**config.mk**
```make
export PLATFORM = sky130hd
export DESIGN_NAME = keypad_row_scan_event_detector_flat
export DESIGN_NICKNAME = d
export VERILOG_FILES = /design/src/hw/rtl/krs_pkg.sv /design/src/hw/rtl/krs_if.sv /design/src/hw/rtl/keypad_row_scan_event_detector.sv /design/src/flat_wrapper.sv
export SDC_FILE = /design/constraint.sdc
export NUM_CORES = 1
export LEC_CHECK = 0
export ABC_AREA = 0
export BUFFER_PORTS_ARGS = -buffer_cell sky130_fd_sc_hd__clkbuf_2
export CAP_MARGIN = 25
export CORE_MARGIN = 4
export CORE_UTILIZATION = 25
export CTS_CLUSTER_DIAMETER = 40
export CTS_CLUSTER_SIZE = 10
export DETAILED_ROUTE_END_ITERATION = 8
export PLACE_DENSITY = 0.37
export SYNTH_ARGS = -nofsm -noshare
export SYNTH_HDL_FRONTEND = slang
export SYNTH_SLANG_ARGS = --single-unit
```
**constraint.sdc**
```tcl
create_clock -name clk_i -period 10.79 [get_ports clk_i]
set_clock_uncertainty 0.1 [all_clocks]
set_input_delay 0.5395 -clock clk_i [delete_from_list [all_inputs] [get_ports clk_i]]
set_output_delay 0.5395 -clock clk_i [all_outputs]
set_load 0.005 [all_outputs]
```
**src/hw/rtl/krs_pkg.sv**
```systemverilog
// types, constants and codes shared by the keypad row scanner files
package krs_pkg;

  // build constants
  localparam int unsigned MaxRows   = 4;
  localparam int unsigned TimeBits  = 32;
  localparam int unsigned MinRows   = 3;

  // fixed field widths
  localparam int unsigned RowLevelW = 4;
  localparam int unsigned PhaseW    = 3;
  localparam int unsigned CodeW     = 8;
  localparam int unsigned TimeW     = 32;
  localparam int unsigned TimeoutW  = 16;
  localparam int unsigned CfgDataW  = 16;

  localparam logic [PhaseW-1:0]   RowCountReset = PhaseW'(MaxRows);
  localparam logic [TimeoutW-1:0] TimeoutReset  = TimeoutW'(1000);

  // item operation
  typedef enum logic [0:0] {
    OP_SCAN = 1'b0,
    OP_READ = 1'b1
  } op_e;

  // key event mode
  typedef enum logic [1:0] {
    MODE_NONE     = 2'd0,
    MODE_PRESSED  = 2'd1,
    MODE_RELEASED = 2'd2,
    MODE_LONG     = 2'd3
  } mode_e;

  // configuration register index
  typedef enum logic [0:0] {
    CFG_ROW_COUNT    = 1'b0,
    CFG_LONG_TIMEOUT = 1'b1
  } cfg_reg_e;

  typedef struct packed {
    op_e                  operation;
    logic [RowLevelW-1:0] row_levels;
    logic [TimeW-1:0]     time_ms;
  } in_item_t;

  typedef struct packed {
    logic [PhaseW-1:0] drive_row;
    logic              event_pending;
    mode_e             event_mode;
    logic [CodeW-1:0]  read_code;
  } out_item_t;

endpackage

```
**src/hw/rtl/krs_if.sv**
```systemverilog
// handshake channel interfaces for scan items and result items
interface krs_in_if;
  logic              valid;
  logic              ready;
  krs_pkg::in_item_t item;

  modport source (output valid, output item, input ready);
  modport sink (input valid, input item, output ready);
endinterface

interface krs_out_if;
  logic               valid;
  logic               ready;
  krs_pkg::out_item_t item;

  modport source (output valid, output item, input ready);
  modport sink (input valid, input item, output ready);
endinterface

```
**src/hw/rtl/keypad_row_scan_event_detector.sv**
```systemverilog
// keypad row scanner with press, release and long press event detection
//
// Usage: each input item is either a scan step (operation scan) carrying the
// active-low row levels sampled for the row named by the last drive_row, plus
// the millisecond time, or a read (operation read) that returns the key code
// and clears the pending event. Every item yields exactly one result item with
// the row to drive next, the pending flag, the event mode and, on reads, the
// code. Configuration (row count, long press timeout) is written through the
// cfg_* port; the user must do so only while no item is in flight, since the
// block does not enforce it. An accepted item waits in the input register,
// and its result is then written to the result register. Items are taken at
// one item per cycle while the receiver does not stall: an input register feeds a
// single step of compare and select logic that updates the scan state and the
// result register together.
// Reset clears the scan state, pending flag and mode, sets row count to the
// maximum and the timeout to 1000 ms; both channels come up empty.
// When the receiver stalls the result is held, the input register holds the
// next item, and in_i.ready drops once both stages are full.
module keypad_row_scan_event_detector (
  input  logic                           clk_i,
  input  logic                           rst_ni,
  krs_in_if.sink                         in_i,
  krs_out_if.source                      out_o,
  input  logic                           cfg_we_i,
  input  krs_pkg::cfg_reg_e              cfg_index_i,
  input  logic [krs_pkg::CfgDataW-1:0]   cfg_wdata_i
);

  // configuration registers
  logic [krs_pkg::PhaseW-1:0]   row_count_q;
  logic [krs_pkg::TimeoutW-1:0] timeout_q;

  // pipeline registers
  logic               in_valid_q;
  krs_pkg::in_item_t  in_q;
  logic               out_valid_q;
  krs_pkg::out_item_t out_q;

  // scan and event state
  logic [krs_pkg::PhaseW-1:0]   phase_q, phase_d;
  logic [krs_pkg::CodeW-1:0]    first_q, first_d;
  logic [krs_pkg::CodeW-1:0]    cur_q, cur_d;
  logic [krs_pkg::CodeW-1:0]    prev_q, prev_d;
  logic [krs_pkg::CodeW-1:0]    rel_q, rel_d;
  logic                         pend_q, pend_d;
  krs_pkg::mode_e               mode_q, mode_d;
  logic [krs_pkg::TimeBits-1:0] chg_q, chg_d;

  krs_pkg::out_item_t res;
  logic               adv;
  logic               fire;

  // handshake
  assign adv         = !out_valid_q || out_o.ready;
  assign fire        = in_valid_q && adv;
  assign in_i.ready  = !in_valid_q || adv;
  assign out_o.valid = out_valid_q;
  assign out_o.item  = out_q;

  // configuration writes, row count clamped to the supported range
  always_ff @(posedge clk_i or negedge rst_ni) begin
    if (!rst_ni) begin
      row_count_q <= krs_pkg::RowCountReset;
      timeout_q   <= krs_pkg::TimeoutReset;
    end else if (cfg_we_i) begin
      unique case (cfg_index_i)
        krs_pkg::CFG_ROW_COUNT: begin
          if (cfg_wdata_i[krs_pkg::PhaseW-1:0] < krs_pkg::PhaseW'(krs_pkg::MinRows)) begin
            row_count_q <= krs_pkg::PhaseW'(krs_pkg::MinRows);
          end else if (cfg_wdata_i[krs_pkg::PhaseW-1:0] >
                       krs_pkg::PhaseW'(krs_pkg::MaxRows)) begin
            row_count_q <= krs_pkg::PhaseW'(krs_pkg::MaxRows);
          end else begin
            row_count_q <= cfg_wdata_i[krs_pkg::PhaseW-1:0];
          end
        end
        krs_pkg::CFG_LONG_TIMEOUT: begin
          timeout_q <= cfg_wdata_i[krs_pkg::TimeoutW-1:0];
        end
        default: ;
      endcase
    end
  end

  // input register
  always_ff @(posedge clk_i or negedge rst_ni) begin
    if (!rst_ni) begin
      in_valid_q <= 1'b0;
    end else if (in_i.ready) begin
      in_valid_q <= in_i.valid;
    end
  end

  always_ff @(posedge clk_i) begin
    if (in_i.valid && in_i.ready) begin
      in_q <= in_i.item;
    end
  end

  // read handling, scan step and end of sweep event detection
  always_comb begin
    logic [krs_pkg::RowLevelW-1:0] row_mask;
    logic [krs_pkg::RowLevelW-1:0] bits;
    logic [krs_pkg::CodeW-1:0]     code;
    logic [krs_pkg::CodeW-1:0]     idle_code;
    logic [krs_pkg::PhaseW-1:0]    nxt_phase;
    logic [krs_pkg::TimeBits-1:0]  now;
    logic [krs_pkg::TimeBits-1:0]  elapsed;

    phase_d   = phase_q;
    first_d   = first_q;
    cur_d     = cur_q;
    prev_d    = prev_q;
    rel_d     = rel_q;
    pend_d    = pend_q;
    mode_d    = mode_q;
    chg_d     = chg_q;
    res       = '0;
    row_mask  = '0;
    bits      = '0;
    code      = '0;
    idle_code = '0;
    nxt_phase = '0;
    now       = in_q.time_ms[krs_pkg::TimeBits-1:0];
    elapsed   = now - chg_q;

    if (in_q.operation == krs_pkg::OP_READ) begin
      res.read_code = (mode_q == krs_pkg::MODE_RELEASED) ? rel_q : cur_q;
      pend_d        = 1'b0;
    end else begin
      // active rows only, driven row masked off
      for (int i = 0; i < krs_pkg::RowLevelW; i++) begin
        row_mask[i] = (krs_pkg::PhaseW'(i) < row_count_q);
      end
      bits = ~in_q.row_levels & row_mask & ~(krs_pkg::RowLevelW'(1) << phase_q);
      code = (krs_pkg::CodeW'(bits) << phase_q) + krs_pkg::CodeW'(phase_q);

      if (bits != '0 && phase_q == row_count_q) begin
        idle_code = code;
      end else if (bits != '0 && first_q == '0) begin
        first_d = code;
      end

      nxt_phase = phase_q + krs_pkg::PhaseW'(1);
      if (nxt_phase > row_count_q) begin
        phase_d = '0;
        cur_d   = (idle_code != '0) ? idle_code : first_d;
        first_d = '0;

        if (prev_q != cur_d && !pend_q) begin
          priority if (prev_q == '0 && cur_d != '0) begin
            mode_d = krs_pkg::MODE_PRESSED;
          end else if (cur_d == '0 && prev_q != '0) begin
            mode_d = krs_pkg::MODE_RELEASED;
          end else begin
            mode_d = krs_pkg::MODE_NONE;
          end
          if (mode_d != krs_pkg::MODE_NONE) begin
            rel_d  = (mode_d == krs_pkg::MODE_RELEASED) ? prev_q : '0;
            pend_d = 1'b1;
            prev_d = cur_d;
            chg_d  = now;
          end
        end else if (cur_d != '0 && prev_q == cur_d && !pend_q &&
                     mode_q != krs_pkg::MODE_LONG &&
                     elapsed > krs_pkg::TimeBits'(timeout_q)) begin
          mode_d = krs_pkg::MODE_LONG;
          pend_d = 1'b1;
        end
      end else begin
        phase_d = nxt_phase;
      end
    end

    res.drive_row     = phase_d;
    res.event_pending = pend_d;
    res.event_mode    = mode_d;
  end

  // state update
  always_ff @(posedge clk_i or negedge rst_ni) begin
    if (!rst_ni) begin
      phase_q <= '0;
      first_q <= '0;
      cur_q   <= '0;
      prev_q  <= '0;
      rel_q   <= '0;
      pend_q  <= 1'b0;
      mode_q  <= krs_pkg::MODE_NONE;
      chg_q   <= '0;
    end else if (fire) begin
      phase_q <= phase_d;
      first_q <= first_d;
      cur_q   <= cur_d;
      prev_q  <= prev_d;
      rel_q   <= rel_d;
      pend_q  <= pend_d;
      mode_q  <= mode_d;
      chg_q   <= chg_d;
    end
  end

  // result register
  always_ff @(posedge clk_i or negedge rst_ni) begin
    if (!rst_ni) begin
      out_valid_q <= 1'b0;
    end else if (adv) begin
      out_valid_q <= in_valid_q;
    end
  end

  always_ff @(posedge clk_i) begin
    if (fire) begin
      out_q <= res;
    end
  end

  // checks
  a_phase_range: assert property (@(posedge clk_i) disable iff (!rst_ni)
    phase_q <= krs_pkg::PhaseW'(krs_pkg::MaxRows))
    else $error("scan phase beyond the last row");

  a_row_count_range: assert property (@(posedge clk_i) disable iff (!rst_ni)
    row_count_q >= krs_pkg::PhaseW'(krs_pkg::MinRows) &&
    row_count_q <= krs_pkg::PhaseW'(krs_pkg::MaxRows))
    else $error("row count outside supported range");

  a_pending_has_mode: assert property (@(posedge clk_i) disable iff (!rst_ni)
    $rose(pend_q) |-> mode_q != krs_pkg::MODE_NONE)
    else $error("event raised with no mode");

  a_released_code: assert property (@(posedge clk_i) disable iff (!rst_ni)
    mode_q == krs_pkg::MODE_RELEASED |-> rel_q != '0)
    else $error("release event without a released code");

  a_in_hold: assert property (@(posedge clk_i) disable iff (!rst_ni)
    in_valid_q && !adv |=> in_valid_q && $stable(in_q))
    else $error("buffered item lost while the result stage is stalled");

endmodule
```
**src/flat_wrapper.sv**
```systemverilog
// flat-port wrapper written by rule: the top's interface ports become plain ports
module keypad_row_scan_event_detector_flat 
  (clk_i, rst_ni, cfg_we_i, cfg_index_i, cfg_wdata_i, in_i_valid, in_i_item, in_i_ready, out_o_valid, out_o_item, out_o_ready);
  krs_in_if in_i_i ();
  krs_out_if out_o_i ();
  input  logic clk_i;
  input  logic rst_ni;
  input  logic cfg_we_i;
  input  krs_pkg::cfg_reg_e cfg_index_i;
  input  logic [krs_pkg::CfgDataW-1:0] cfg_wdata_i;
  input wire logic [$bits(in_i_i.valid)-1:0] in_i_valid;
  input wire logic [$bits(in_i_i.item)-1:0] in_i_item;
  output wire logic [$bits(in_i_i.ready)-1:0] in_i_ready;
  output wire logic [$bits(out_o_i.valid)-1:0] out_o_valid;
  output wire logic [$bits(out_o_i.item)-1:0] out_o_item;
  input wire logic [$bits(out_o_i.ready)-1:0] out_o_ready;
  assign in_i_i.valid = in_i_valid;
  assign in_i_i.item = in_i_item;
  assign in_i_ready = in_i_i.ready;
  assign out_o_valid = out_o_i.valid;
  assign out_o_item = out_o_i.item;
  assign out_o_i.ready = out_o_ready;
  keypad_row_scan_event_detector u_core (.clk_i(clk_i), .rst_ni(rst_ni), .in_i(in_i_i), .out_o(out_o_i), .cfg_we_i(cfg_we_i), .cfg_index_i(cfg_index_i), .cfg_wdata_i(cfg_wdata_i));
endmodule
```
==> impl_metrics.json <==
{
  "hold_viol": 0,
  "grt_max_degree": 55,
  "die_h_um": 197,
  "slew_viol_final": 0,
  "synth_top_area_share_pct": 23.6,
  "critical-path-top-delay-family": "simple AND/OR/NAND/NOR gates",
  "port_buffers": 74,
  "hpwl_um": 18100,
  "drc": 0,
  "cts_resized": 0,
  "final_common_cell": "dfrtp_1",
  "peakVddDrop_mv": 0.132,
  "ys_async_sr_fraction_pct": 64.1,
  "ys_seq_area_share_pct": 42.8,
  "yosys-top-cells-area": "dfrtp_1, edfxtp_1, ha_1",
  "synth.mux.area_fraction_pct": 9.69,
  "final_nets": 1078,
  "die-width_um": 197,
  "area_growth_pct": 16.8,
  "synth_fa_ha_area_share_pct": 8.86,
  "fin_crit_sh_pct": 55.6,
  "synth_nets": 1009,
  "crit_buf_inv": 1,
  "worst_slew_pin_slew_ps": 1020,
  "grt_first_pass_wirelength_um": 39100,
  "critPathLaunchType": "register",
  "wl_per_cell_um": 16.8,
  "crit_path_end_kind": "register",
  "overflow": 0,
  "clockBufferDepth": 2,
  "max_stage_delay_ps": 750,
  "detail_route.vias_per_cell": 4.76,
  "crit_fanout": 48,
  "layout_common_cells": "dfrtp_1, nand2_1, inv_1, clkbuf_2, ha_1",
  "yosysWarningCount": 0,
  "yosys_register_bits": 142,
  "drt_iter0_drc": 428,
  "rows": 68,
  "fin_util_pct": 29.9,
  "die_area_sq_mm": 0.0388,
  "holdCritPathClass": "in2reg",
  "root_buffer": "clkbuf_16",
  "initial_utilization_pct": 25.6,
  "max_cap_violations": 0,
  "layout-drive-gt1-share_pct": 20.0,
  "grtUsageTotal_pct": 12.8,
  "synth_xor_area_share_pct": 2.55,
  "cpMaxStageDelayCell": "dfrtp_1",
  "arrival_ps": 6220,
  "syn_avg_cell_area_sq_um": 10.0,
  "required_ps": 11010,
  "htree_levels": 4,
  "ys.flop_type": "dfrtp_1",
  "synthCells": 888,
  "rsz0062_at_grt": "no",
  "synth_top_family_by_area": "compound AO/OA/AOI/OAI gates",
  "place.gp.congestion": 0.831,
  "grt_pass1_vias": 7110,
  "final-setup-viol-count": 0,
  "powerDensity_mw_per_mm2": 292,
  "routed_wl_um": 24000,
  "leakagePower_uw": 0.00452,
  "clk_latency_ps": 440,
  "max_slew_margin_pct": 32.2,
  "synth_compound_area_share_pct": 17.2,
  "fin_setup_tns_ps": 0,
  "synthSimpleGateAreaFrac_pct": 14.0,
  "yosysTopAreaCell": "dfrtp_1",
  "clock_sinks": 142,
  "core_sq_mm": 0.0349,
  "ant_nets": 0,
  "max_freq_mhz": 167,
  "pin_count": 75,
  "synth_area_sq_mm": 0.00892,
  "cp_cell_sequence": "inv_1, ha_1, nand2b_1, nand4_1, a21oi_1, fa_1, nand4_1, o21ai_0, o221ai_1, a211oi_1, o2111ai_1, nor4b_1, and2_1, or3_4, mux2_2",
  "clk_pin_slew_ps": 60,
  "antenna_found_initial": 0,
  "drt_pass1_iterations": 5,
  "tritoncts": "built",
  "cts_buffers": 17,
  "status": "finished, final reports clean",
  "fin_crit_ps": 6000,
  "worst_path_most_repeated_cell": "nand4_1",
  "critPathKind": "reg2reg",
  "synth-edff-count": 51,
  "diodes": 0,
  "fillCellCount": 3705,
  "synth.distinct_cells": 69,
  "via_count": 6786
}
==> cell type report <==
type	count	area, sq um	area share, %
clock buffers	21	460	4.42
clock inverters	11	189	1.81
inverters	73	274	2.63
multi-input cells	643	4680	44.9
flip-flops and latches	142	3820	36.6
well taps	455	569	5.46
repair buffers	80	433	4.15
==> flip-flops by register name (all words and copies together), names as in the netlist, 8 cells and up <==
| name | flops |
|---|---|
| u_core.cur_q | 8 |
| u_core.out_o.item | 14 |
| u_core.rel_q | 8 |
| u_core.in_q | 37 |
| u_core.timeout_q | 16 |
| u_core.chg_q | 32 |
| u_core.first_q | 8 |
| u_core.prev_q | 8 |
==> what timing repair did <==
| item | 4_1_cts | 5_1_grt |
|---|---|---|
| hold buffers | 1 | 0 |
| endpoints found under the setup margin | 0 | 0 |
| setup buffers | 0 | 0 |
| endpoints found under the hold margin | 31 | 0 |
==> per-layer routing <==
metal  track usage [%]  part of all wire (%)
met3              2.58                   2.8
met5                 0                     0
met2              21.7                    49
met4              3.75                   1.4
met1              16.5                    47
==> stage by stage <==
step                      worst slack (ps)  instance area [sq um]  instances  hold WS [ps]  power, uW
after floorplan                       5790                   8920        888           144       1990
final                                 4790                  10400       1425           169       3040
after CTS                             4790                  10400       1425           136       3090
after global routing                  4210                  10400       1425           140       3330
after detailed placement              4800                   9760       1392           383       2400
after global placement                4870                   9740       1391           374       2420
==> power breakdown <==
group          switching, uW  internal [uW]  total [uW]
clock network            241            421         662
logic                    891            646        1540
registers                122            723         845
==> worst register-to-register path, stage by stage (launching register included) <==
cell       delay, ps
dfrtp_1          750
inv_1            270
ha_1             250
nand2b_1         170
nand4_1          230
a21oi_1          310
fa_1             360
nand4_1          250
o21ai_0          690
o221ai_1         210
a211oi_1         240
o2111ai_1        150
nor4b_1          400
and2_1           320
or3_4            730
mux2_2           430
==> synth_stat cells (11+ instances only) <==
cell type	number
a211oi_1	12
a21boi_0	13
a21o_1	16
a21oi_1	58
a31oi_1	19
clkbuf_1	19
dfrtp_1	84
edfxtp_1	51
ha_1	60
inv_1	73
mux2_2	51
mux2_4	12
mux2i_1	11
nand2_1	83
nand2b_1	18
nand3_1	18
nand4_1	15
nor2_1	47
nor3_1	11
o211ai_1	13
o21a_1	12
o21ai_0	35
xnor2_1	14
xor2_1	12
==> final timing paths <==
kind	startpoint	end	slack, ps	cells past startpoint
hold / removal	in_i_item[15]	u_core.in_q[15]	170	1
max in group asynchronous	rst_ni	u_core.rel_q[0]	8870	3
hold reg to reg	u_core.in_valid_q	u_core.out_o.valid	390	1
min in group asynchronous	rst_ni	u_core.timeout_q[1]	570	2
setup / recovery	u_core.phase_q[1]	u_core.chg_q[11]	4790	15
setup reg to reg	u_core.phase_q[1]	u_core.chg_q[11]	4790	15
==> kinds of logic after synthesis <==
family,count (synthesis)
mux,74
fa+ha+maj,62
buf+inv,103
flops,142
simple gates,252
compound gates,229
xor+xnor,26
Power figures use the tool's default switching activity.
